File: config.mk
export PLATFORM = sky130hd
export DESIGN_NAME = ppm_frame_decoder_top
export DESIGN_NICKNAME = d
export VERILOG_FILES = /design/src/pfd_pkg.sv /design/src/pfd_ram.sv /design/src/pfd_cfg_regs.sv /design/src/pfd_core.sv /design/src/ppm_frame_decoder_top.sv
export SDC_FILE = /design/constraint.sdc
export NUM_CORES = 1
export LEC_CHECK = 0
export BUFFER_PORTS_ARGS = -buffer_cell sky130_fd_sc_hd__buf_2
export CAP_MARGIN = 0
export CORE_ASPECT_RATIO = 1.4
export CORE_MARGIN = 10
export CORE_UTILIZATION = 57
export CTS_CLUSTER_DIAMETER = 100
export CTS_CLUSTER_SIZE = 25
export DETAILED_ROUTE_END_ITERATION = 16
export MAX_ROUTING_LAYER = met4
export PLACE_DENSITY = 0.85
export SLEW_MARGIN = 5
export SYNTH_ARGS = -nofsm -noshare
export SYNTH_HDL_FRONTEND = slang
export SYNTH_HIERARCHICAL = 1
export SYNTH_SLANG_ARGS = --single-unit
File: constraint.sdc
create_clock -name clk_i -period 10.08 [get_ports clk_i]
set_input_delay 0.504 -clock clk_i [delete_from_list [all_inputs] [get_ports clk_i]]
set_output_delay 0.504 -clock clk_i [all_outputs]
set_load 0.01 [all_outputs]
File: src/pfd_pkg.sv
`default_nettype none

package pfd_pkg;

  // Number of channels in one frame (1 to 16).
  localparam int unsigned CHANNEL_COUNT = 8;

  localparam int unsigned TIME_W  = 32;
  localparam int unsigned TICK_W  = 16;
  localparam int unsigned IDX_W   = 4;
  localparam int unsigned CFG_IDX_W  = 8;
  localparam int unsigned CFG_DATA_W = 32;

  // The channel counter must also hold CHANNEL_COUNT, which means awaiting sync.
  localparam int unsigned CNT_W  = $clog2(CHANNEL_COUNT + 1);
  localparam int unsigned ADDR_W = (CHANNEL_COUNT > 1) ? $clog2(CHANNEL_COUNT) : 1;

  localparam logic [CNT_W-1:0]  CNT_FULL = CNT_W'(CHANNEL_COUNT);
  localparam logic [ADDR_W-1:0] ADDR_LAST = ADDR_W'(CHANNEL_COUNT - 1);

  // Configuration register indexes.
  localparam logic [CFG_IDX_W-1:0] REG_SYNC_MIN = 8'd0;
  localparam logic [CFG_IDX_W-1:0] REG_SYNC_MAX = 8'd1;
  localparam logic [CFG_IDX_W-1:0] REG_DATA_MIN = 8'd2;
  localparam logic [CFG_IDX_W-1:0] REG_DATA_MAX = 8'd3;

  localparam logic [TIME_W-1:0] SYNC_MIN_RST = 32'd5000;
  localparam logic [TIME_W-1:0] SYNC_MAX_RST = 32'd15000;
  localparam logic [TICK_W-1:0] DATA_MIN_RST = 16'd800;
  localparam logic [TICK_W-1:0] DATA_MAX_RST = 16'd2200;

  typedef struct packed {
    logic [TIME_W-1:0] sync_min;
    logic [TIME_W-1:0] sync_max;
    logic [TICK_W-1:0] data_min;
    logic [TICK_W-1:0] data_max;
  } cfg_t;

  typedef enum logic [1:0] {
    ST_IDLE,
    ST_EVAL,
    ST_RD,
    ST_LOAD
  } state_e;

endpackage

`default_nettype wire

File: src/pfd_ram.sv
`default_nettype none

module pfd_ram #(
  parameter int unsigned Width = 16,
  parameter int unsigned Depth = 8,
  localparam int unsigned AddrW = (Depth > 1) ? $clog2(Depth) : 1
) (
  input  wire logic             clk_i,
  input  wire logic             we_i,
  input  wire logic [AddrW-1:0] waddr_i,
  input  wire logic [Width-1:0] wdata_i,
  input  wire logic             re_i,
  input  wire logic [AddrW-1:0] raddr_i,
  output logic      [Width-1:0] rdata_o
);

  logic [Width-1:0] mem_q [Depth];

  always_ff @(posedge clk_i) begin
    if (we_i) begin
      mem_q[waddr_i] <= wdata_i;
    end
    if (re_i) begin
      rdata_o <= mem_q[raddr_i];
    end
  end

endmodule

`default_nettype wire

File: src/pfd_cfg_regs.sv
`default_nettype none

module pfd_cfg_regs (
  input  wire logic                           clk_i,
  input  wire logic                           rst_ni,
  input  wire logic                           cfg_valid_i,
  output logic                                cfg_ready_o,
  input  wire logic [pfd_pkg::CFG_IDX_W-1:0]  cfg_index_i,
  input  wire logic [pfd_pkg::CFG_DATA_W-1:0] cfg_data_i,
  output pfd_pkg::cfg_t                       cfg_o
);

  pfd_pkg::cfg_t cfg_q, cfg_d;

  assign cfg_ready_o = 1'b1;
  assign cfg_o       = cfg_q;

  always_comb begin
    cfg_d = cfg_q;
    if (cfg_valid_i) begin
      unique case (cfg_index_i)
        pfd_pkg::REG_SYNC_MIN: cfg_d.sync_min = cfg_data_i;
        pfd_pkg::REG_SYNC_MAX: cfg_d.sync_max = cfg_data_i;
        pfd_pkg::REG_DATA_MIN: cfg_d.data_min = cfg_data_i[pfd_pkg::TICK_W-1:0];
        pfd_pkg::REG_DATA_MAX: cfg_d.data_max = cfg_data_i[pfd_pkg::TICK_W-1:0];
        default: ;
      endcase
    end
  end

  always_ff @(posedge clk_i or negedge rst_ni) begin
    if (!rst_ni) begin
      cfg_q.sync_min <= pfd_pkg::SYNC_MIN_RST;
      cfg_q.sync_max <= pfd_pkg::SYNC_MAX_RST;
      cfg_q.data_min <= pfd_pkg::DATA_MIN_RST;
      cfg_q.data_max <= pfd_pkg::DATA_MAX_RST;
    end else begin
      cfg_q <= cfg_d;
    end
  end

endmodule

`default_nettype wire

File: src/pfd_core.sv
`default_nettype none

module pfd_core (
  input  wire logic                        clk_i,
  input  wire logic                        rst_ni,
  input  wire pfd_pkg::cfg_t               cfg_i,
  input  wire logic                        in_valid_i,
  output logic                             in_ready_o,
  input  wire logic [pfd_pkg::TIME_W-1:0]  in_time_i,
  input  wire logic                        in_rssi_i,
  output logic                             out_valid_o,
  input  wire logic                        out_ready_i,
  output logic      [pfd_pkg::IDX_W-1:0]   out_idx_o,
  output logic      [pfd_pkg::TICK_W-1:0]  out_ticks_o,
  output logic                             out_last_o
);

  pfd_pkg::state_e state_q, state_d;

  logic [pfd_pkg::TIME_W-1:0] prev_q, prev_d;
  logic [pfd_pkg::TIME_W-1:0] interval_q, interval_d;
  logic                       rssi_q, rssi_d;
  logic [pfd_pkg::CNT_W-1:0]  cnt_q, cnt_d;
  logic [pfd_pkg::CNT_W-1:0]  cnt_inc;
  logic                       cmpl_q, cmpl_d;
  logic [pfd_pkg::ADDR_W-1:0] rel_idx_q, rel_idx_d;

  logic                       out_valid_q, out_valid_d;
  logic [pfd_pkg::IDX_W-1:0]  out_idx_q, out_idx_d;
  logic [pfd_pkg::TICK_W-1:0] out_ticks_q, out_ticks_d;
  logic                       out_last_q, out_last_d;

  logic                       ram_we, ram_re;
  logic [pfd_pkg::TICK_W-1:0] ram_rdata;

  logic awaiting, sync_hit, data_hit, out_free;

  assign awaiting = (cnt_q >= pfd_pkg::CNT_FULL);
  assign sync_hit = (interval_q > cfg_i.sync_min) && (interval_q < cfg_i.sync_max);
  assign data_hit = (interval_q > pfd_pkg::TIME_W'(cfg_i.data_min))
                 && (interval_q < pfd_pkg::TIME_W'(cfg_i.data_max));
  assign cnt_inc  = cnt_q + 1'b1;
  assign out_free = !out_valid_q || out_ready_i;

  assign in_ready_o = (state_q == pfd_pkg::ST_IDLE);

  pfd_ram #(
    .Width (pfd_pkg::TICK_W),
    .Depth (pfd_pkg::CHANNEL_COUNT)
  ) u_store (
    .clk_i   (clk_i),
    .we_i    (ram_we),
    .waddr_i (cnt_q[pfd_pkg::ADDR_W-1:0]),
    .wdata_i (interval_q[pfd_pkg::TICK_W-1:0]),
    .re_i    (ram_re),
    .raddr_i (rel_idx_q),
    .rdata_o (ram_rdata)
  );

  always_comb begin
    state_d     = state_q;
    prev_d      = prev_q;
    interval_d  = interval_q;
    rssi_d      = rssi_q;
    cnt_d       = cnt_q;
    cmpl_d      = cmpl_q;
    rel_idx_d   = rel_idx_q;
    out_idx_d   = out_idx_q;
    out_ticks_d = out_ticks_q;
    out_last_d  = out_last_q;
    out_valid_d = out_valid_q && !out_ready_i;
    ram_we      = 1'b0;
    ram_re      = 1'b0;

    unique case (state_q)
      pfd_pkg::ST_IDLE: begin
        if (in_valid_i) begin
          interval_d = in_time_i - prev_q;
          prev_d     = in_time_i;
          rssi_d     = in_rssi_i;
          state_d    = pfd_pkg::ST_EVAL;
        end
      end
      pfd_pkg::ST_EVAL: begin
        state_d = pfd_pkg::ST_IDLE;
        if (awaiting) begin
          if (sync_hit) begin
            if (cmpl_q && rssi_q) begin
              cmpl_d    = 1'b0;
              rel_idx_d = '0;
              state_d   = pfd_pkg::ST_RD;
            end
            cnt_d = '0;
          end else begin
            cmpl_d = 1'b0;
          end
        end else if (data_hit) begin
          ram_we = 1'b1;
          cnt_d  = cnt_inc;
          if (cnt_inc == pfd_pkg::CNT_FULL) begin
            cmpl_d = 1'b1;
          end
        end else begin
          cnt_d  = pfd_pkg::CNT_FULL;
          cmpl_d = 1'b0;
        end
      end
      pfd_pkg::ST_RD: begin
        ram_re  = 1'b1;
        state_d = pfd_pkg::ST_LOAD;
      end
      pfd_pkg::ST_LOAD: begin
        // The read data stays put until the output register has room.
        if (out_free) begin
          out_valid_d = 1'b1;
          out_idx_d   = pfd_pkg::IDX_W'(rel_idx_q);
          out_ticks_d = ram_rdata;
          out_last_d  = (rel_idx_q == pfd_pkg::ADDR_LAST);
          if (rel_idx_q == pfd_pkg::ADDR_LAST) begin
            state_d = pfd_pkg::ST_IDLE;
          end else begin
            rel_idx_d = rel_idx_q + 1'b1;
            state_d   = pfd_pkg::ST_RD;
          end
        end
      end
      default: state_d = pfd_pkg::ST_IDLE;
    endcase
  end

  always_ff @(posedge clk_i or negedge rst_ni) begin
    if (!rst_ni) begin
      state_q     <= pfd_pkg::ST_IDLE;
      prev_q      <= '0;
      cnt_q       <= pfd_pkg::CNT_FULL;
      cmpl_q      <= 1'b0;
      rel_idx_q   <= '0;
      out_valid_q <= 1'b0;
    end else begin
      state_q     <= state_d;
      prev_q      <= prev_d;
      cnt_q       <= cnt_d;
      cmpl_q      <= cmpl_d;
      rel_idx_q   <= rel_idx_d;
      out_valid_q <= out_valid_d;
    end
  end

  always_ff @(posedge clk_i) begin
    interval_q  <= interval_d;
    rssi_q      <= rssi_d;
    out_idx_q   <= out_idx_d;
    out_ticks_q <= out_ticks_d;
    out_last_q  <= out_last_d;
  end

  assign out_valid_o = out_valid_q;
  assign out_idx_o   = out_idx_q;
  assign out_ticks_o = out_ticks_q;
  assign out_last_o  = out_last_q;

  a_write_only_in_eval: assert property (@(posedge clk_i) disable iff (!rst_ni)
    ram_we |-> (state_q == pfd_pkg::ST_EVAL) && (cnt_q < pfd_pkg::CNT_FULL))
    else $error("channel store written outside of a collecting evaluation");

  a_release_needs_frame: assert property (@(posedge clk_i) disable iff (!rst_ni)
    (state_q == pfd_pkg::ST_EVAL && state_d == pfd_pkg::ST_RD) |-> cmpl_q && rssi_q)
    else $error("release started without a complete frame and good signal");

  a_load_follows_read: assert property (@(posedge clk_i) disable iff (!rst_ni)
    (state_q == pfd_pkg::ST_LOAD) |->
      ($past(state_q) == pfd_pkg::ST_RD || $past(state_q) == pfd_pkg::ST_LOAD))
    else $error("output load without a preceding memory read");

  a_release_restarts_collect: assert property (@(posedge clk_i) disable iff (!rst_ni)
    (state_q == pfd_pkg::ST_RD) |-> (cnt_q == '0 || cnt_q < pfd_pkg::CNT_FULL) && !cmpl_q)
    else $error("release in progress while frame state is inconsistent");

endmodule

`default_nettype wire

File: src/ppm_frame_decoder_top.sv
// PPM frame decoder.
// The s_axis channel takes one word per pulse edge: the captured 32-bit tick
// count in tdata and the signal-quality flag in tuser. The block measures the
// interval since the previous edge, detects sync gaps and collects channel
// widths into a small on-chip store. When a sync gap follows a complete frame
// and the quality flag is high, the m_axis channel delivers one word per
// channel in order, index in tuser, width in tdata, tlast on the final one.
// An edge word is evaluated in the cycle after it is accepted; an edge that
// releases nothing then frees the input. A releasing edge instead reads each
// channel in turn from the store's single registered read port and loads it
// into the output register, alternating a read state and a load state per
// word. The input stays closed until the last word of a frame is in the
// output register. When the receiver stalls, the output word holds and the
// release pauses. Reset restores the default limits, clears the previous edge
// time to zero and leaves the decoder awaiting sync with no complete frame.
// The cfg channel is always ready; it is to be written while the decoder is
// idle, a rule for the user that the block itself does not enforce.
`default_nettype none

module ppm_frame_decoder_top (
  input  wire logic                           clk_i,
  input  wire logic                           rst_ni,
  input  wire logic                           cfg_valid_i,
  output logic                                cfg_ready_o,
  input  wire logic [pfd_pkg::CFG_IDX_W-1:0]  cfg_index_i,
  input  wire logic [pfd_pkg::CFG_DATA_W-1:0] cfg_data_i,
  input  wire logic                           s_axis_tvalid,
  output logic                                s_axis_tready,
  input  wire logic [31:0]                    s_axis_tdata,  // edge_time
  input  wire logic [0:0]                     s_axis_tuser,  // rssi_ok
  output logic                                m_axis_tvalid,
  input  wire logic                           m_axis_tready,
  output logic      [15:0]                    m_axis_tdata,  // pulse_ticks
  output logic      [3:0]                     m_axis_tuser,  // channel_index
  output logic                                m_axis_tlast
);

  pfd_pkg::cfg_t cfg;

  pfd_cfg_regs u_cfg (
    .clk_i       (clk_i),
    .rst_ni      (rst_ni),
    .cfg_valid_i (cfg_valid_i),
    .cfg_ready_o (cfg_ready_o),
    .cfg_index_i (cfg_index_i),
    .cfg_data_i  (cfg_data_i),
    .cfg_o       (cfg)
  );

  pfd_core u_core (
    .clk_i       (clk_i),
    .rst_ni      (rst_ni),
    .cfg_i       (cfg),
    .in_valid_i  (s_axis_tvalid),
    .in_ready_o  (s_axis_tready),
    .in_time_i   (s_axis_tdata),
    .in_rssi_i   (s_axis_tuser[0]),
    .out_valid_o (m_axis_tvalid),
    .out_ready_i (m_axis_tready),
    .out_idx_o   (m_axis_tuser),
    .out_ticks_o (m_axis_tdata),
    .out_last_o  (m_axis_tlast)
  );

endmodule

`default_nettype wire

==> impl_metrics.csv <==
group,metric,value,unit
run_status,status,"completed",
clock_network,clk_latency,0.50,ns
logic_synthesis,ys_seq_area_frac,0.5628,
global_route,met3_usage,0.02036,
setup_path,end_kind,"register",
power,p_sw,814.5,uW
logic_synthesis,synthTopCellsByCount,"197 x edfxtp_1, 141 x inv_1, 129 x ha_1",
clock_network,htree_levels,1,
setup_path,crit_type,"register to register",
timing,setup_viol,0,
routing,drc_errors,0,
logic_synthesis,post_synth_num_cell_types,76,
finish,drive_above_1_share,0.1686,
finish,syn2layout_area_growth,7.984,%
power,finalPower,2.953,mW
clock_network,cts_tree,"built",
flow_run,drv_cap,0,
place,post-place-ws,6.143,ns
power,power_density,163.4,nW/um2
timing,worst_slack,6.065,ns
timing,period_minus_slack,4.015,ns
floorplan,die_w,164.8,um
logic_synthesis,synthMostInstantiatedCell,"edfxtp_1",
setup_path,critPathMaxStageDelay,0.84,ns
timing,grt_setup_unrepaired,"false",
logic_synthesis,yosysWarnings,6,
power,seq_power_share,0.558,
logic_synthesis,avgSynthCellArea,13.49,um2
place,place_congestion,0.9153,
routing,post_drt_wl_per_cell,19.82,um
power,leakagePower,7.593,nW
clock_network,cts_hold_buf,0,
clock_network,cts-buffers-inserted,17,
routing,ant_nets,0,
logic_synthesis,ys_async_sr_fraction,0.4137,
logic_synthesis,netlist_instances,1241,
routing,routed_wl,34270,um
setup_path,arrival,4.14,ns
clock_network,cts_resized,0,
routing,drt_iter0_markers,570,
floorplan,rows,74,
timing,period_share,0.3983,
global_route,grt_pass1_vias,10740,
place,port_buffers,99,
logic_synthesis,synth.cell_area,16740,um2
power,pwr-share-clk,0.251,
setup_path,crit_buf_inv,0,
global_route,grt_use_total,0.1920,
finish,design_area,18070,um2
clock_network,cts_max_path_buffers,3,
floorplan,pin_count,102,
power,vdd_drop_max,0.1424,mV
timing,finalHoldViolations,0,
global_route,grt_max_degree,96,
worst_hold_path,hp-class,"input port to async pin",
global_route,use_met2,0.3556,
setup_path,critPathSlowestCell,"nor2_2",
logic_synthesis,synth-main-ff-cell,"edfxtp_1",
global_route,grt_util_met1,0.2119,
logic_synthesis,synth-edff-count,197,
global_route,top_usage_layer,"met2",
setup_path,required,10.20,ns
floorplan,die-height,222.8,um
logic_synthesis,yosys.area.top_type,"edfxtp_1",
setup_path,start_kind,"register",
floorplan,coreArea,29070,um2
global_route,antenna_found_initial,2,
routing,viasPerCell,5.848,
logic_synthesis,yosys.area.top_type_share,0.3534,
timing,hold_slack,0.04653,ns
clock_network,cts_root_buf,"clkbuf_16",
clock_network,post_cts_buffers,0,
place,dpl_cell_area,17580,um2
power,swShare,0.2758,
timing,relSlewSlack,0.2919,
setup_path,crit_fanout,16,
global_route,grt_pass1_wl,55360,um
timing,slew_violations,0,
clock_network,cts_sinks,336,
finish,nNetsFinal,1544,
floorplan,initial_core_util,0.5757,
routing,vias,10110,
power,internal_power,2.138,mW
setup_path,path_cells,"ha_1 > a21boi_0 > o21a_1 > o21ai_0 > a21oi_1 > o21ai_1 > nand3_1 > nor3_1 > nand2_1 > nor2_2",
place,place_hpwl,24890,um
timing,finalClockSkew,0.01853,ns
floorplan,dieArea,36720,um2
routing,first_pass_iters,5,
power,p_comb_frac,0.191,
global_route,gr-total-overflow,0,
clock_network,clk_pin_slew_worst_paths,0.10,ns
timing,fmax,0.2491,GHz
timing,tns,0,ns
logic_synthesis,synth.area.top_cells,"edfxtp_1 35%, dfrtp_1 18%, ha_1 9.6%",
setup_path,crit_family,"simple AND/OR/NAND/NOR gates",
timing,tightest_slew,1.062,ns
logic_synthesis,synth_fp_nets,1449,
logic_synthesis,synth.ff_latch_count,336,
[power by group through the flow]
| stage | clock (mW) | sequential [mW] | combinational (mW) |
|---|---|---|---|
| after detailed placement | 0 | 1.68 | 0.554 |
| final | 0.741 | 1.65 | 0.565 |
| after global placement | 0 | 1.67 | 0.529 |
| after floorplan | 0 | 1.64 | 0.399 |
| after global routing | 0.809 | 1.66 | 0.638 |
| after CTS | 0.760 | 1.65 | 0.560 |
[final timing paths]
kind,endpoint,cells past startpoint,startpoint,slack (ns)
worst max-delay path,u_core/u_store/mem_q[5][13],10,u_core/interval_q[1],6.07
worst min-delay path,u_core/prev_q[27],1,rst_ni,0.05
worst max register to register,u_core/u_store/mem_q[5][13],10,u_core/interval_q[1],6.07
worst min register to register,u_core/out_ticks_o[8],0,u_core/u_store/rdata_o[8],0.43
max in group asynchronous,u_cfg/cfg_o[83],2,rst_ni,8.79
min in group clk_i,u_core/rssi_q,1,s_axis_tuser,0.18
[cell usage in the layout, fill, tap and decap left out, drive strengths merged, types with 6 or more instances in the layout]
cell type | synthesis | routed
a21o | 43 | 43
a21oi | 58 | 58
and3 | 9 | 9
buf | 20 | 108
clkbuf | 12 | 28
dfrtp | 119 | 119
dfstp | 20 | 20
edfxtp | 197 | 197
ha | 129 | 129
inv | 141 | 142
mux2 | 114 | 114
mux4 | 32 | 32
nand2 | 60 | 60
nand2b | 12 | 12
nand3 | 18 | 18
nand4 | 21 | 21
nor2 | 33 | 33
nor2b | 9 | 9
nor3 | 11 | 11
o211ai | 7 | 7
o21a | 9 | 9
o21ai | 63 | 63
xnor2 | 18 | 18
xor2 | 6 | 6
[per-layer routing]
layer / up-vias / routed length [um]
met4: 0 / 904
met3: 65 / 1388
met1: 5021 / 12990
met5: - / 0
met2: 260 / 18990
li1: 4765 / -
[registers in the layout, summed over array words and instances, names as in the netlist, 2 cells and up]
register and cells:
u_core/out_idx_o 3, u_core/prev_q 32, u_cfg/cfg_o 96, u_core/u_store/rdata_o 16, u_core/cnt_q 4, u_core/out_ticks_o 16
u_core/u_store/mem_q 128, u_core/interval_q 32, u_core/state_q 2, u_core/rel_idx_q 3
[layout make-up]
| type | count | area [um2] |
|---|---|---|
| Antenna cell | 3 | 7.507 |
| Clock buffer | 28 | 466.7 |
| Clock inverter | 1 | 16.27 |
| Fill cell | 2181 | 11000 |
| Inverter | 141 | 529.3 |
| Multi-Input combinational cell | 732 | 6590 |
| Sequential cell | 336 | 9419 |
| Tap cell | 380 | 475.5 |
| Timing Repair Buffer | 108 | 569.3 |
[logic make-up after synthesis]
logic type / share of synthesized area
AO/OA/AOI/OAI: 0.08657
XOR/XNOR: 0.01256
flip-flops: 0.5628
multiplexers: 0.1311
AND/OR/NAND/NOR: 0.06377
buffers and inverters: 0.04515
other: 0.0004487
adder cells (fa/ha/maj): 0.09763
[worst register-to-register path, delay by kind of cell (launching register included)]
kind                       cells  cell delay (ns)
adders and majority gates      1             0.36
AOI/OAI and AO/OA              5             1.18
and+or+nand+nor                4             1.49
DFF                            1             0.59
[metrics by stage]
| stage | utilization | instances |
|---|---|---|
| floorplan | - | 1241 |
| global placement | 0.6048 | 1697 |
| detailed placement | 0.6048 | 1697 |
| CTS | 0.6214 | 1726 |
| global route | 0.6216 | 1728 |
| finish | 0.6217 | 1729 |
Note: power is estimated with default switching activity, not from simulation.
